--- src/hdl/tmtt_pkg.sv ---
// shared constants, command codes and controller/datapath interface types
package tmtt_pkg;

  localparam int DEF_MAX_ENTRIES = 16;

  // field widths
  localparam int OPC_W   = 3;
  localparam int TICK_W  = 32;
  localparam int ETICK_W = 31;
  localparam int BPM_W   = 17;
  localparam int STAT_W  = 3;
  localparam int TIME_W  = 44;
  localparam int TPQ_W   = 16;
  localparam int ENTRY_W = ETICK_W + BPM_W;
  localparam int IN_W    = 88;
  localparam int OUT_W   = 64;

  // arithmetic constants
  localparam logic [BPM_W-1:0]  BPM_MIN_Q8   = 17'd5120;
  localparam logic [BPM_W-1:0]  BPM_MAX_Q8   = 17'd76800;
  localparam logic [BPM_W-1:0]  BPM_RESET_Q8 = 17'd30720;
  localparam logic [TPQ_W-1:0]  TPQ_RESET    = 16'd960;
  localparam logic [17:0]       US_FACTOR    = 18'd234375;
  localparam int                US_SHIFT     = 16;
  localparam int                PROD_W       = ETICK_W + 18;
  localparam int                DEN_W        = TPQ_W + BPM_W;
  localparam int                NUM_W        = PROD_W + US_SHIFT + 1;
  localparam int                DCNT_W       = $clog2(NUM_W + 1);
  localparam logic [TIME_W-1:0] TIME_MAX     = {TIME_W{1'b1}};

  // opcodes
  localparam logic [OPC_W-1:0] OPC_INSERT = 3'd0;
  localparam logic [OPC_W-1:0] OPC_REMOVE = 3'd1;
  localparam logic [OPC_W-1:0] OPC_SETBPM = 3'd2;
  localparam logic [OPC_W-1:0] OPC_MOVE   = 3'd3;
  localparam logic [OPC_W-1:0] OPC_QUERY  = 3'd4;

  // status codes
  localparam logic [STAT_W-1:0] ST_OK        = 3'd0;
  localparam logic [STAT_W-1:0] ST_BAD_TICK  = 3'd1;
  localparam logic [STAT_W-1:0] ST_BAD_BPM   = 3'd2;
  localparam logic [STAT_W-1:0] ST_DUPLICATE = 3'd3;
  localparam logic [STAT_W-1:0] ST_NOT_FOUND = 3'd4;
  localparam logic [STAT_W-1:0] ST_PROTECTED = 3'd5;
  localparam logic [STAT_W-1:0] ST_FULL      = 3'd6;
  localparam logic [STAT_W-1:0] ST_SAME_TICK = 3'd7;

  // datapath operations
  typedef enum logic [4:0] {
    OP_NOP,
    OP_LOAD,
    OP_RD,
    OP_RD1,
    OP_INC,
    OP_SCAN_INIT,
    OP_MARK,
    OP_SAVE,
    OP_I_POS,
    OP_SHUP_INIT,
    OP_WR_UP,
    OP_WR_NEW,
    OP_WR_DN,
    OP_DEC_CNT,
    OP_SET_BPM0,
    OP_WR_BPM,
    OP_Q_TEMPO,
    OP_SEG_MUL,
    OP_SEG_PREP,
    OP_DIV_STEP,
    OP_ACC,
    OP_FINISH
  } dp_op_t;

  localparam logic KEY_TICK  = 1'b0;
  localparam logic KEY_NAMED = 1'b1;
  localparam logic DT_ENTRY  = 1'b0;
  localparam logic DT_QUERY  = 1'b1;

  typedef struct packed {
    dp_op_t            op;
    logic              key_sel;
    logic              dt_sel;
    logic [STAT_W-1:0] status;
    logic              qres;
  } cmd_t;

  typedef struct packed {
    logic [OPC_W-1:0] opcode;
    logic             tneg;
    logic             nneg;
    logic             bpm_ok;
    logic             full;
    logic             tick_zero;
    logic             named_zero;
    logic             same;
    logic             i_end;
    logic             i_last;
    logic             i_lt_pos;
    logic             ge;
    logic             eq;
    logic             gt;
    logic             div_done;
    logic             out_free;
  } stat_t;

endpackage

--- src/hdl/tempo_map_tick_to_time.sv ---
// top level of the tempo map with tick to time conversion
// Keeps a tick-sorted tempo table (entry at tick 0 is fixed, 120 BPM at reset) and takes one
// operation per input transfer: insert, remove, set bpm, move or query, each answered by one
// result transfer with a status code. Items are handled one at a time; the result register lets
// the next item be taken while a result waits. Edits scan the table entry by entry and shift
// entries to open or close a gap. A query is accepted and dispatched, then walks the tempo
// segments; for each it does the table step, then the multiply, divider setup and the
// bit-serial divider giving one quotient bit a cycle over the 66-bit scaled dividend. The result
// then waits for the result register if needed. The table sits in a single-port-read memory
// whose registered read splits each scan step into a read state and a check state; no
// clearing pass is needed after reset.
module tempo_map_tick_to_time #(
  parameter int MAX_ENTRIES = tmtt_pkg::DEF_MAX_ENTRIES
) (
  input  logic                        clk,
  input  logic                        rst_n,
  input  logic                        cfg_wr_en,
  input  logic [tmtt_pkg::TPQ_W-1:0]  cfg_wr_data,  // ticks_per_quarter
  input  logic                        in_tvalid,
  output logic                        in_tready,
  input  logic [tmtt_pkg::IN_W-1:0]   in_tdata,     // opcode, tick, named_tick, bpm_q8
  output logic                        out_tvalid,
  input  logic                        out_tready,
  output logic [tmtt_pkg::OUT_W-1:0]  out_tdata     // status, tempo_q8, time_us
);
  import tmtt_pkg::*;

  cmd_t  cmd;
  stat_t st;

  // sequencer
  tmtt_ctrl u_ctrl (
    .clk       (clk),
    .rst_n     (rst_n),
    .in_tvalid (in_tvalid),
    .in_tready (in_tready),
    .st        (st),
    .cmd       (cmd)
  );

  // table and arithmetic
  tmtt_datapath #(
    .MAX_ENTRIES (MAX_ENTRIES)
  ) u_datapath (
    .clk         (clk),
    .rst_n       (rst_n),
    .cfg_wr_en   (cfg_wr_en),
    .cfg_wr_data (cfg_wr_data),
    .in_tdata    (in_tdata),
    .cmd         (cmd),
    .st          (st),
    .out_tready  (out_tready),
    .out_tvalid  (out_tvalid),
    .out_tdata   (out_tdata)
  );

  // an accepted transfer is captured in the same cycle
  a_load_on_accept: assert property (@(posedge clk) disable iff (!rst_n)
    (in_tvalid && in_tready) |-> (cmd.op == OP_LOAD))
    else $error("input transfer not captured");

  // never write a new entry into a full table
  a_no_insert_full: assert property (@(posedge clk) disable iff (!rst_n)
    (cmd.op == OP_WR_NEW) |-> !st.full)
    else $error("insert into full table");

  // a result is only loaded when the output register can take it
  a_finish_free: assert property (@(posedge clk) disable iff (!rst_n)
    (cmd.op == OP_FINISH) |-> st.out_free)
    else $error("result overwrote pending output");

  // divider never steps past its last bit
  a_div_bounded: assert property (@(posedge clk) disable iff (!rst_n)
    (cmd.op == OP_DIV_STEP) |-> !st.div_done)
    else $error("divider stepped after completion");

endmodule

--- src/hdl/tmtt_datapath.sv ---
// tempo table memory, index registers, segment multiplier/divider and result register
module tmtt_datapath #(
  parameter int MAX_ENTRIES = tmtt_pkg::DEF_MAX_ENTRIES
) (
  input  logic                      clk,
  input  logic                      rst_n,
  input  logic                      cfg_wr_en,
  input  logic [tmtt_pkg::TPQ_W-1:0] cfg_wr_data,
  input  logic [tmtt_pkg::IN_W-1:0]  in_tdata,
  input  tmtt_pkg::cmd_t            cmd,
  output tmtt_pkg::stat_t           st,
  input  logic                      out_tready,
  output logic                      out_tvalid,
  output logic [tmtt_pkg::OUT_W-1:0] out_tdata
);
  import tmtt_pkg::*;

  localparam int AW = (MAX_ENTRIES > 1) ? $clog2(MAX_ENTRIES) : 1;
  localparam int CW = $clog2(MAX_ENTRIES + 1);

  logic [ENTRY_W-1:0] mem [MAX_ENTRIES];

  logic [TPQ_W-1:0]   tpq_r;
  logic [OPC_W-1:0]   opc_r;
  logic [TICK_W-1:0]  tick_r, named_r;
  logic [BPM_W-1:0]   bpm_r, bpm0_r, ins_bpm_r;
  logic [CW-1:0]      count_r, i_r, pos_r;
  logic [ENTRY_W-1:0] rdata_r;
  logic [BPM_W-1:0]   tempo_r, seg_bpm_r;
  logic [TIME_W-1:0]  time_r;
  logic [ETICK_W-1:0] seg_start_r;
  logic [PROD_W-1:0]  prod_r;
  logic [DEN_W-1:0]   den_r;
  logic [NUM_W-1:0]   num_r;
  logic [DEN_W-1:0]   rem_r;
  logic [TIME_W-1:0]  quo_r;
  logic               ovf_r;
  logic [DCNT_W-1:0]  div_cnt_r;
  logic               out_valid_r;
  logic [OUT_W-1:0]   out_data_r;

  logic [ETICK_W-1:0] rd_tick, key, dt;
  logic [BPM_W-1:0]   rd_bpm;
  logic [TPQ_W-1:0]   tpq_eff;
  logic [CW:0]        i_plus1;
  logic [AW-1:0]      addr_i, addr_i1, addr_pos;
  logic [DEN_W:0]     shifted, trial;
  logic               qbit;
  logic [TIME_W-1:0]  seg_us;
  logic [TIME_W:0]    sum;
  logic               out_free;

  assign rd_tick  = rdata_r[ENTRY_W-1:BPM_W];
  assign rd_bpm   = rdata_r[BPM_W-1:0];
  assign key      = (cmd.key_sel == KEY_NAMED) ? named_r[ETICK_W-1:0] : tick_r[ETICK_W-1:0];
  assign tpq_eff  = (tpq_r == '0) ? TPQ_W'(1) : tpq_r;
  assign i_plus1  = {1'b0, i_r} + (CW+1)'(1);
  assign addr_i   = i_r[AW-1:0];
  assign addr_i1  = i_plus1[AW-1:0];
  assign addr_pos = pos_r[AW-1:0];
  assign dt       = ((cmd.dt_sel == DT_QUERY) ? tick_r[ETICK_W-1:0] : rd_tick) - seg_start_r;

  // restoring divider step
  assign shifted = {rem_r, num_r[NUM_W-1]};
  assign trial   = shifted - {1'b0, den_r};
  assign qbit    = (shifted >= {1'b0, den_r});
  assign seg_us  = ovf_r ? TIME_MAX : quo_r;
  assign sum     = {1'b0, time_r} + {1'b0, seg_us};

  assign out_free = !out_valid_r || out_tready;

  // status to the controller
  always_comb begin
    st.opcode     = opc_r;
    st.tneg       = tick_r[TICK_W-1];
    st.nneg       = named_r[TICK_W-1];
    st.bpm_ok     = (bpm_r >= BPM_MIN_Q8) && (bpm_r <= BPM_MAX_Q8);
    st.full       = (count_r == CW'(MAX_ENTRIES));
    st.tick_zero  = (tick_r == '0);
    st.named_zero = (named_r == '0);
    st.same       = (tick_r == named_r);
    st.i_end      = (i_r == count_r);
    st.i_last     = (i_plus1 == {1'b0, count_r});
    st.i_lt_pos   = (i_r < pos_r);
    st.ge         = (rd_tick >= key);
    st.eq         = (rd_tick == key);
    st.gt         = (rd_tick > key);
    st.div_done   = (div_cnt_r == '0);
    st.out_free   = out_free;
  end

  // table memory write port
  always_ff @(posedge clk) begin
    case (cmd.op)
      OP_WR_UP:  mem[addr_i1] <= rdata_r;
      OP_WR_NEW: mem[addr_pos] <= {tick_r[ETICK_W-1:0], ins_bpm_r};
      OP_WR_DN:  mem[addr_i] <= rdata_r;
      OP_WR_BPM: mem[addr_i] <= {named_r[ETICK_W-1:0], bpm_r};
      default: ;
    endcase
  end

  // table memory read port
  always_ff @(posedge clk) begin
    if (cmd.op == OP_RD) begin
      rdata_r <= mem[addr_i];
    end else if (cmd.op == OP_RD1) begin
      rdata_r <= mem[addr_i1];
    end
  end

  // control state: counts, index, config, tick-0 tempo, output valid
  always_ff @(posedge clk) begin
    if (!rst_n) begin
      tpq_r       <= TPQ_RESET;
      count_r     <= CW'(1);
      bpm0_r      <= BPM_RESET_Q8;
      i_r         <= CW'(1);
      div_cnt_r   <= '0;
      out_valid_r <= 1'b0;
    end else begin
      if (cfg_wr_en) begin
        tpq_r <= cfg_wr_data;
      end
      case (cmd.op)
        OP_LOAD, OP_SCAN_INIT: i_r <= CW'(1);
        OP_INC, OP_WR_DN, OP_ACC: i_r <= i_plus1[CW-1:0];
        OP_I_POS:     i_r <= pos_r;
        OP_SHUP_INIT: i_r <= count_r - CW'(1);
        OP_WR_UP:     i_r <= i_r - CW'(1);
        OP_WR_NEW:    count_r <= count_r + CW'(1);
        OP_DEC_CNT:   count_r <= count_r - CW'(1);
        OP_SET_BPM0:  bpm0_r <= bpm_r;
        OP_SEG_PREP:  div_cnt_r <= DCNT_W'(NUM_W);
        OP_DIV_STEP:  div_cnt_r <= div_cnt_r - DCNT_W'(1);
        default: ;
      endcase
      if (cmd.op == OP_FINISH) begin
        out_valid_r <= 1'b1;
      end else if (out_tready) begin
        out_valid_r <= 1'b0;
      end
    end
  end

  // payload registers
  always_ff @(posedge clk) begin
    case (cmd.op)
      OP_LOAD: begin
        opc_r       <= in_tdata[2:0];
        tick_r      <= in_tdata[34:3];
        named_r     <= in_tdata[66:35];
        bpm_r       <= in_tdata[83:67];
        ins_bpm_r   <= in_tdata[83:67];
        tempo_r     <= bpm0_r;
        seg_bpm_r   <= bpm0_r;
        seg_start_r <= '0;
        time_r      <= '0;
      end
      OP_MARK: pos_r <= i_r;
      OP_SAVE: begin
        pos_r     <= i_r;
        ins_bpm_r <= rd_bpm;
      end
      OP_Q_TEMPO: tempo_r <= rd_bpm;
      OP_SEG_MUL: begin
        prod_r <= dt * US_FACTOR;
        den_r  <= tpq_eff * seg_bpm_r;
        if (cmd.dt_sel == DT_ENTRY) begin
          seg_start_r <= rd_tick;
          seg_bpm_r   <= rd_bpm;
        end
      end
      OP_SEG_PREP: begin
        num_r <= {1'b0, prod_r, {US_SHIFT{1'b0}}} + NUM_W'(den_r[DEN_W-1:1]);
        rem_r <= '0;
        quo_r <= '0;
        ovf_r <= 1'b0;
      end
      OP_DIV_STEP: begin
        num_r <= {num_r[NUM_W-2:0], 1'b0};
        rem_r <= qbit ? trial[DEN_W-1:0] : shifted[DEN_W-1:0];
        quo_r <= {quo_r[TIME_W-2:0], qbit};
        ovf_r <= ovf_r | quo_r[TIME_W-1];
      end
      OP_ACC: time_r <= sum[TIME_W] ? TIME_MAX : sum[TIME_W-1:0];
      OP_FINISH: begin
        out_data_r <= {(cmd.qres ? time_r : TIME_W'(0)),
                       (cmd.qres ? tempo_r : BPM_W'(0)), cmd.status};
      end
      default: ;
    endcase
  end

  assign out_tvalid = out_valid_r;
  assign out_tdata  = out_data_r;

endmodule

--- src/hdl/tmtt_ctrl.sv ---
// sequencer that steps the datapath through edits, table scans and queries
module tmtt_ctrl (
  input  logic            clk,
  input  logic            rst_n,
  input  logic            in_tvalid,
  output logic            in_tready,
  input  tmtt_pkg::stat_t st,
  output tmtt_pkg::cmd_t  cmd
);
  import tmtt_pkg::*;

  localparam logic [4:0] S_IDLE    = 5'd0;
  localparam logic [4:0] S_DISP    = 5'd1;
  localparam logic [4:0] S_SC_RD   = 5'd2;
  localparam logic [4:0] S_SC_CK   = 5'd3;
  localparam logic [4:0] S_SC_END  = 5'd4;
  localparam logic [4:0] S_MV_SCAN = 5'd5;
  localparam logic [4:0] S_DN_CHK  = 5'd6;
  localparam logic [4:0] S_DN_WR   = 5'd7;
  localparam logic [4:0] S_DN_END  = 5'd8;
  localparam logic [4:0] S_UP_INIT = 5'd9;
  localparam logic [4:0] S_UP_CHK  = 5'd10;
  localparam logic [4:0] S_UP_WR   = 5'd11;
  localparam logic [4:0] S_Q_CHK   = 5'd12;
  localparam logic [4:0] S_Q_EV    = 5'd13;
  localparam logic [4:0] S_Q_SEG   = 5'd14;
  localparam logic [4:0] S_Q_FIN   = 5'd15;
  localparam logic [4:0] S_PREP    = 5'd16;
  localparam logic [4:0] S_DIV     = 5'd17;
  localparam logic [4:0] S_DONE    = 5'd18;

  localparam logic [2:0] P_INS = 3'd0;
  localparam logic [2:0] P_RM  = 3'd1;
  localparam logic [2:0] P_SET = 3'd2;
  localparam logic [2:0] P_MV1 = 3'd3;
  localparam logic [2:0] P_MV2 = 3'd4;
  localparam logic [2:0] P_MV3 = 3'd5;
  localparam logic [2:0] P_QRY = 3'd6;

  logic [4:0]        state_r, state_nxt;
  logic [2:0]        phase_r, phase_nxt;
  logic              found_r, found_nxt;
  logic [STAT_W-1:0] stat_r, stat_nxt;
  logic              qres_r, qres_nxt;
  logic              qlast_r, qlast_nxt;

  assign in_tready = (state_r == S_IDLE);

  // next state and command decode
  always_comb begin
    state_nxt   = state_r;
    phase_nxt   = phase_r;
    found_nxt   = found_r;
    stat_nxt    = stat_r;
    qres_nxt    = qres_r;
    qlast_nxt   = qlast_r;
    cmd.op      = OP_NOP;
    cmd.key_sel = (phase_r == P_RM || phase_r == P_SET || phase_r == P_MV1) ?
                  KEY_NAMED : KEY_TICK;
    cmd.dt_sel  = DT_ENTRY;
    cmd.status  = stat_r;
    cmd.qres    = qres_r;
    unique case (state_r)
      S_IDLE: begin
        if (in_tvalid) begin
          cmd.op    = OP_LOAD;
          state_nxt = S_DISP;
        end
      end
      S_DISP: begin
        state_nxt = S_DONE;
        qres_nxt  = 1'b0;
        stat_nxt  = ST_OK;
        qlast_nxt = 1'b0;
        unique case (st.opcode)
          OPC_INSERT: begin
            if (st.tneg) stat_nxt = ST_BAD_TICK;
            else if (!st.bpm_ok) stat_nxt = ST_BAD_BPM;
            else if (st.tick_zero) stat_nxt = ST_DUPLICATE;
            else begin
              phase_nxt = P_INS;
              state_nxt = S_SC_RD;
            end
          end
          OPC_REMOVE: begin
            if (st.nneg) stat_nxt = ST_NOT_FOUND;
            else if (st.named_zero) stat_nxt = ST_PROTECTED;
            else begin
              phase_nxt = P_RM;
              state_nxt = S_SC_RD;
            end
          end
          OPC_SETBPM: begin
            if (!st.bpm_ok) stat_nxt = ST_BAD_BPM;
            else if (st.nneg) stat_nxt = ST_NOT_FOUND;
            else if (st.named_zero) cmd.op = OP_SET_BPM0;
            else begin
              phase_nxt = P_SET;
              state_nxt = S_SC_RD;
            end
          end
          OPC_MOVE: begin
            if (st.tneg) stat_nxt = ST_BAD_TICK;
            else if (st.nneg) stat_nxt = ST_NOT_FOUND;
            else if (st.named_zero) stat_nxt = ST_PROTECTED;
            else begin
              phase_nxt = P_MV1;
              state_nxt = S_SC_RD;
            end
          end
          OPC_QUERY: begin
            if (st.tneg) stat_nxt = ST_BAD_TICK;
            else begin
              phase_nxt = P_QRY;
              state_nxt = S_Q_CHK;
            end
          end
          default: ;
        endcase
      end
      // shared scan: first entry at or above the key
      S_SC_RD: begin
        if (st.i_end) begin
          found_nxt = 1'b0;
          state_nxt = S_SC_END;
        end else begin
          cmd.op    = OP_RD;
          state_nxt = S_SC_CK;
        end
      end
      S_SC_CK: begin
        if (st.ge) begin
          found_nxt = st.eq;
          state_nxt = S_SC_END;
        end else begin
          cmd.op    = OP_INC;
          state_nxt = S_SC_RD;
        end
      end
      S_SC_END: begin
        stat_nxt  = ST_OK;
        state_nxt = S_DONE;
        unique case (phase_r)
          P_INS: begin
            if (found_r) stat_nxt = ST_DUPLICATE;
            else if (st.full) stat_nxt = ST_FULL;
            else begin
              cmd.op    = OP_MARK;
              state_nxt = S_UP_INIT;
            end
          end
          P_RM: begin
            if (!found_r) stat_nxt = ST_NOT_FOUND;
            else state_nxt = S_DN_CHK;
          end
          P_SET: begin
            if (!found_r) stat_nxt = ST_NOT_FOUND;
            else cmd.op = OP_WR_BPM;
          end
          P_MV1: begin
            if (!found_r) stat_nxt = ST_NOT_FOUND;
            else if (st.same) stat_nxt = ST_SAME_TICK;
            else begin
              cmd.op    = OP_SAVE;
              state_nxt = S_MV_SCAN;
            end
          end
          P_MV2: begin
            if (found_r) stat_nxt = ST_DUPLICATE;
            else begin
              cmd.op    = OP_I_POS;
              phase_nxt = P_MV3;
              state_nxt = S_DN_CHK;
            end
          end
          P_MV3: begin
            cmd.op    = OP_MARK;
            state_nxt = S_UP_INIT;
          end
          default: ;
        endcase
      end
      S_MV_SCAN: begin
        if (st.tick_zero) begin
          stat_nxt  = ST_DUPLICATE;
          state_nxt = S_DONE;
        end else begin
          cmd.op    = OP_SCAN_INIT;
          phase_nxt = P_MV2;
          state_nxt = S_SC_RD;
        end
      end
      // close the gap left by a removed entry
      S_DN_CHK: begin
        if (st.i_last) begin
          cmd.op    = OP_DEC_CNT;
          state_nxt = S_DN_END;
        end else begin
          cmd.op    = OP_RD1;
          state_nxt = S_DN_WR;
        end
      end
      S_DN_WR: begin
        cmd.op    = OP_WR_DN;
        state_nxt = S_DN_CHK;
      end
      S_DN_END: begin
        if (phase_r == P_MV3) begin
          cmd.op    = OP_SCAN_INIT;
          state_nxt = S_SC_RD;
        end else begin
          stat_nxt  = ST_OK;
          state_nxt = S_DONE;
        end
      end
      // open a gap at the insert position
      S_UP_INIT: begin
        cmd.op    = OP_SHUP_INIT;
        state_nxt = S_UP_CHK;
      end
      S_UP_CHK: begin
        if (st.i_lt_pos) begin
          cmd.op    = OP_WR_NEW;
          stat_nxt  = ST_OK;
          state_nxt = S_DONE;
        end else begin
          cmd.op    = OP_RD;
          state_nxt = S_UP_WR;
        end
      end
      S_UP_WR: begin
        cmd.op    = OP_WR_UP;
        state_nxt = S_UP_CHK;
      end
      // query walk over tempo changes
      S_Q_CHK: begin
        if (st.i_end) begin
          state_nxt = S_Q_FIN;
        end else begin
          cmd.op    = OP_RD;
          state_nxt = S_Q_EV;
        end
      end
      S_Q_EV: begin
        if (st.gt) begin
          state_nxt = S_Q_FIN;
        end else begin
          cmd.op    = OP_Q_TEMPO;
          state_nxt = st.eq ? S_Q_FIN : S_Q_SEG;
        end
      end
      S_Q_SEG: begin
        cmd.op    = OP_SEG_MUL;
        cmd.dt_sel = DT_ENTRY;
        state_nxt = S_PREP;
      end
      S_Q_FIN: begin
        if (st.tick_zero) begin
          stat_nxt  = ST_OK;
          qres_nxt  = 1'b1;
          state_nxt = S_DONE;
        end else begin
          cmd.op     = OP_SEG_MUL;
          cmd.dt_sel = DT_QUERY;
          qlast_nxt  = 1'b1;
          state_nxt  = S_PREP;
        end
      end
      S_PREP: begin
        cmd.op    = OP_SEG_PREP;
        state_nxt = S_DIV;
      end
      S_DIV: begin
        if (st.div_done) begin
          cmd.op = OP_ACC;
          if (qlast_r) begin
            stat_nxt  = ST_OK;
            qres_nxt  = 1'b1;
            state_nxt = S_DONE;
          end else begin
            state_nxt = S_Q_CHK;
          end
        end else begin
          cmd.op = OP_DIV_STEP;
        end
      end
      S_DONE: begin
        if (st.out_free) begin
          cmd.op    = OP_FINISH;
          state_nxt = S_IDLE;
        end
      end
      default: state_nxt = S_IDLE;
    endcase
  end

  // controller registers
  always_ff @(posedge clk) begin
    if (!rst_n) begin
      state_r <= S_IDLE;
      phase_r <= P_INS;
      found_r <= 1'b0;
      stat_r  <= ST_OK;
      qres_r  <= 1'b0;
      qlast_r <= 1'b0;
    end else begin
      state_r <= state_nxt;
      phase_r <= phase_nxt;
      found_r <= found_nxt;
      stat_r  <= stat_nxt;
      qres_r  <= qres_nxt;
      qlast_r <= qlast_nxt;
    end
  end

endmodule
--- config.mk ---
export PLATFORM = sky130hd
export DESIGN_NAME = tempo_map_tick_to_time
export DESIGN_NICKNAME = d
export VERILOG_FILES = /design/src/hdl/tmtt_pkg.sv /design/src/hdl/tempo_map_tick_to_time.sv /design/src/hdl/tmtt_datapath.sv /design/src/hdl/tmtt_ctrl.sv
export SDC_FILE = /design/constraint.sdc
export NUM_CORES = 2
export LEC_CHECK = 0
export BUFFER_PORTS_ARGS = -buffer_cell sky130_fd_sc_hd__buf_2
export CAP_MARGIN = 15
export CORE_MARGIN = 5
export CORE_UTILIZATION = 45
export CTS_BUF_LIST = sky130_fd_sc_hd__clkbuf_2 sky130_fd_sc_hd__clkbuf_4 sky130_fd_sc_hd__clkbuf_8
export DETAILED_ROUTE_END_ITERATION = 10
export GPL_ROUTABILITY_DRIVEN = 0
export SYNTH_ARGS = -nofsm -noshare
export SYNTH_HDL_FRONTEND = slang
export SYNTH_SLANG_ARGS = --single-unit
--- constraint.sdc ---
create_clock -name clk -period 11 [get_ports clk]
set_input_delay 2.2 -clock clk [delete_from_list [all_inputs] [get_ports clk]]
set_output_delay 2.2 -clock clk [all_outputs]
set_load 0.03 [all_outputs]
==> results.json <==
{
  "clk_path_buf_depth": 3,
  "drive_above_1_share_pct": 20.7,
  "drtPass1Iterations": 8,
  "yosysWarningCount": 0,
  "tightest_slew_ns": 1.13,
  "clkTransAtPathRegs_ns": 0.06,
  "postRouteAntennaNets": 0,
  "insertion_delay_ns": 0.99,
  "drv_cap": 0,
  "hold_class": "reg2reg",
  "htreeDepth": 4,
  "finalHoldViolations": 0,
  "core_area_um2": 191000,
  "port_buffers": 170,
  "crit_type": "reg2reg",
  "grt_max_degree": 151,
  "drc": 0,
  "fin_skew_ns": 0.0661,
  "async_flop_share_pct": 0,
  "reg2reg_slack_ns": 0.62,
  "start_util_pct": 45.3,
  "min_period_over_period_pct": 94.3,
  "gr-usage-all-layers_pct": 21.8,
  "dieHeight_um": 448,
  "arrival_ns": 11.07,
  "ios": 175,
  "cp-startpoint": "u_datapath.tick_r[7]",
  "synth_nets": 7455,
  "area_growth_pct": 11.0,
  "synth_cell_type_count": 85,
  "synth_cells": 6470,
  "grt_pass1_wl_um": 336000,
  "die_w_um": 448,
  "maxSlewHeadroom_pct": 24.1,
  "cp_max_fo": 13,
  "ys.flop_type": "edfxtp_1",
  "avgViaCountPerCell": 5.70,
  "slew_viol_final": 0,
  "cp_slowest_cell": "or4b_2",
  "synth_edf_count": 1321,
  "std_cell_rows": 160,
  "nets": 7744,
  "worstHoldStart": "u_ctrl.stat_r[0]",
  "antenna_found_initial": 3,
  "syn_area_per_cell_um2": 13.3,
  "status": "complete, no violations",
  "synth_seq_area_share_pct": 47.5,
  "hpwl_um": 146000,
  "grt_pass1_vias": 56109,
  "vias": 53983,
  "multiInputGateArea_um2": 42000,
  "root_buffer": "clkbuf_8",
  "setup_violations": 0,
  "cts-buffers-inserted": 232,
  "fill_cells": 16383,
  "ys_seq_elements": 1390,
  "clock_sinks": 1390,
  "grt_overflow": 0,
  "syn-cell-area_um2": 86400,
  "wl_per_cell_um": 23.0,
  "seq_area_um2": 41100,
  "rsz0062_at_grt": "false",
  "min_period_ns": 10.38,
  "drt_iter0_drc": 4198,
  "max_stage_delay_ns": 0.64,
  "cts_tree": "yes",
  "crit_path_start_kind": "register",
  "crit_path_end_kind": "register",
  "finalWirelength_um": 218000,
  "max_freq_ghz": 0.0964,
  "hold-worst-slack_ns": 0.447,
  "die-area_um2": 201000,
  "crit_path_frequent_cell": "fa_1",
  "holdBufCountCts": 0,
  "critPathRequiredTime_ns": 11.69,
  "rr_startpoint": "u_datapath.tick_r[7]"
}
## layout make-up
type,count,share of cell area [%]
timing repair buffer,350,2.37
clock buffer,309,3.99
inverter,670,2.62
sequential,1390,42.8
antenna,3,0.00783
tap,2511,3.28
multi-input combinational,4115,43.8
clock inverter,121,1.08
## flip-flops by register name, summed over array words and instances (netlist names), 33 cells and up, named ones only
| signal | cells |
|---|---|
| u_datapath.prod_r | 49 |
| u_datapath.time_r | 44 |
| u_datapath.out_tdata | 64 |
| u_datapath.den_r | 33 |
| u_datapath.mem | 768 |
| u_datapath.rem_r | 33 |
| u_datapath.quo_r | 44 |
| u_datapath.num_r | 66 |
| u_datapath.rdata_r | 48 |
## final timing paths
| path | depth (start not counted) | endpoint |
|---|---|---|
| worst min register to register | 0 | u_datapath.out_tdata[0] |
| worst min-delay path | 0 | u_datapath.out_tdata[0] |
| worst max-delay path | 39 | u_datapath.prod_r[45] |
| worst max register to register | 39 | u_datapath.prod_r[45] |
## worst max-delay path, delay by kind of cell (launching register included)
family	cells	cell delay (ns)
XOR/XNOR	2	0.45
buffers and inverters	6	0.82
adder cells (fa/ha/maj)	7	2.82
AND/OR/NAND/NOR	6	1.81
AO/OA/AOI/OAI	17	3.41
multiplexers	1	0.36
flip-flops	1	0.42
## stage by stage
stage / utilization, % / TNS (ns) / worst slack [ns] / instance area [um2] / std cells
CTS: 50.2 / 0 / 0.0212 / 95700 / 9453
detailed placement: 47.7 / -0.312 / -0.203 / 90800 / 9023
finish: 50.3 / 0 / 0.623 / 95900 / 9469
global placement: 47.6 / -0.267 / -0.181 / 90800 / 9022
global route: 50.3 / 0 / 0.0491 / 95900 / 9468
floorplan: - / 0 / 1.06 / 86400 / 6470
## kinds of logic after synthesis
| group | synth area share, % |
|---|---|
| xor+xnor | 2.91 |
| fa+ha+maj | 16.0 |
| compound gates | 5.88 |
| mux | 15.5 |
| simple gates | 7.99 |
| flops | 47.5 |
| buf+inv | 4.21 |
## synthesized netlist by cell type (19+ instances only)
cell | n | share of area, %
edfxtp_1 | 1321 | 46
nand3_1 | 67 | 0.39
dfxtp_1 | 69 | 1.6
nand2_1 | 472 | 2.1
ha_1 | 494 | 7.2
buf_1 | 36 | 0.16
o21ai_0 | 197 | 1.1
a31oi_1 | 35 | 0.25
inv_1 | 668 | 2.9
mux4_2 | 480 | 13
mux2_2 | 110 | 1.4
o21bai_1 | 19 | 0.17
and3_1 | 72 | 0.52
mux2i_1 | 109 | 1.3
fa_1 | 382 | 8.9
nor2b_1 | 28 | 0.20
or2_2 | 59 | 0.43
nor3_1 | 54 | 0.31
nor4_1 | 35 | 0.25
nand2b_1 | 40 | 0.29
a21o_1 | 95 | 0.83
a21oi_1 | 284 | 1.6
nor2_1 | 286 | 1.2
xnor2_1 | 154 | 1.6
o21a_1 | 24 | 0.21
and2_1 | 211 | 1.5
mux2_1 | 20 | 0.26
xor2_1 | 131 | 1.3
nand4_1 | 30 | 0.22
clkbuf_1 | 247 | 1.1
## metal layers
| layer | track usage (%) | wire, um | part of all wire, % | vias to the layer above |
|---|---|---|---|---|
| met5 | 0 | 0 | 0 | - |
| met4 | 7.70 | 7890 | 3.6 | 0 |
| met3 | 3.08 | 12300 | 5.6 | 432 |
| met2 | 37.8 | 109000 | 50 | 1731 |
| met1 | 28.0 | 88600 | 41 | 27451 |
| li1 | - | - | - | 24369 |
## layout by cell type, fill, tap and decap left out, types with 20 or more instances in the layout
| cell | n |
|---|---|
| a21oi_1 | 283 |
| dfxtp_1 | 63 |
| nand4_1 | 30 |
| nand2b_1 | 40 |
| or2_2 | 59 |
| clkbuf_4 | 68 |
| and2_1 | 211 |
| nor2b_1 | 28 |
| nor3_1 | 53 |
| fa_1 | 382 |
| nand3_1 | 67 |
| and3_1 | 71 |
| o21ai_0 | 175 |
| o21ai_1 | 22 |
| clkbuf_8 | 242 |
| xor2_1 | 130 |
| buf_2 | 170 |
| mux2_2 | 110 |
| clkinv_1 | 59 |
| o21a_1 | 24 |
| edfxtp_1 | 1321 |
| xnor2_1 | 150 |
| nand2_1 | 468 |
| mux2_1 | 20 |
| ha_1 | 493 |
| a31oi_1 | 33 |
| nor4_1 | 34 |
| mux2i_1 | 109 |
| clkinv_2 | 30 |
| nor2_1 | 265 |
| mux4_2 | 480 |
| buf_4 | 169 |
| inv_1 | 667 |
| a21o_1 | 95 |
## timing repair
action	CTS	global route
endpoints found under the setup margin	4	9
resized for setup	1	12
pin swaps	0	2
setup buffers	0	4
Power is not shown: default switching activity piles up to over one toggle a cycle in this logic, so the estimate is an artifact.
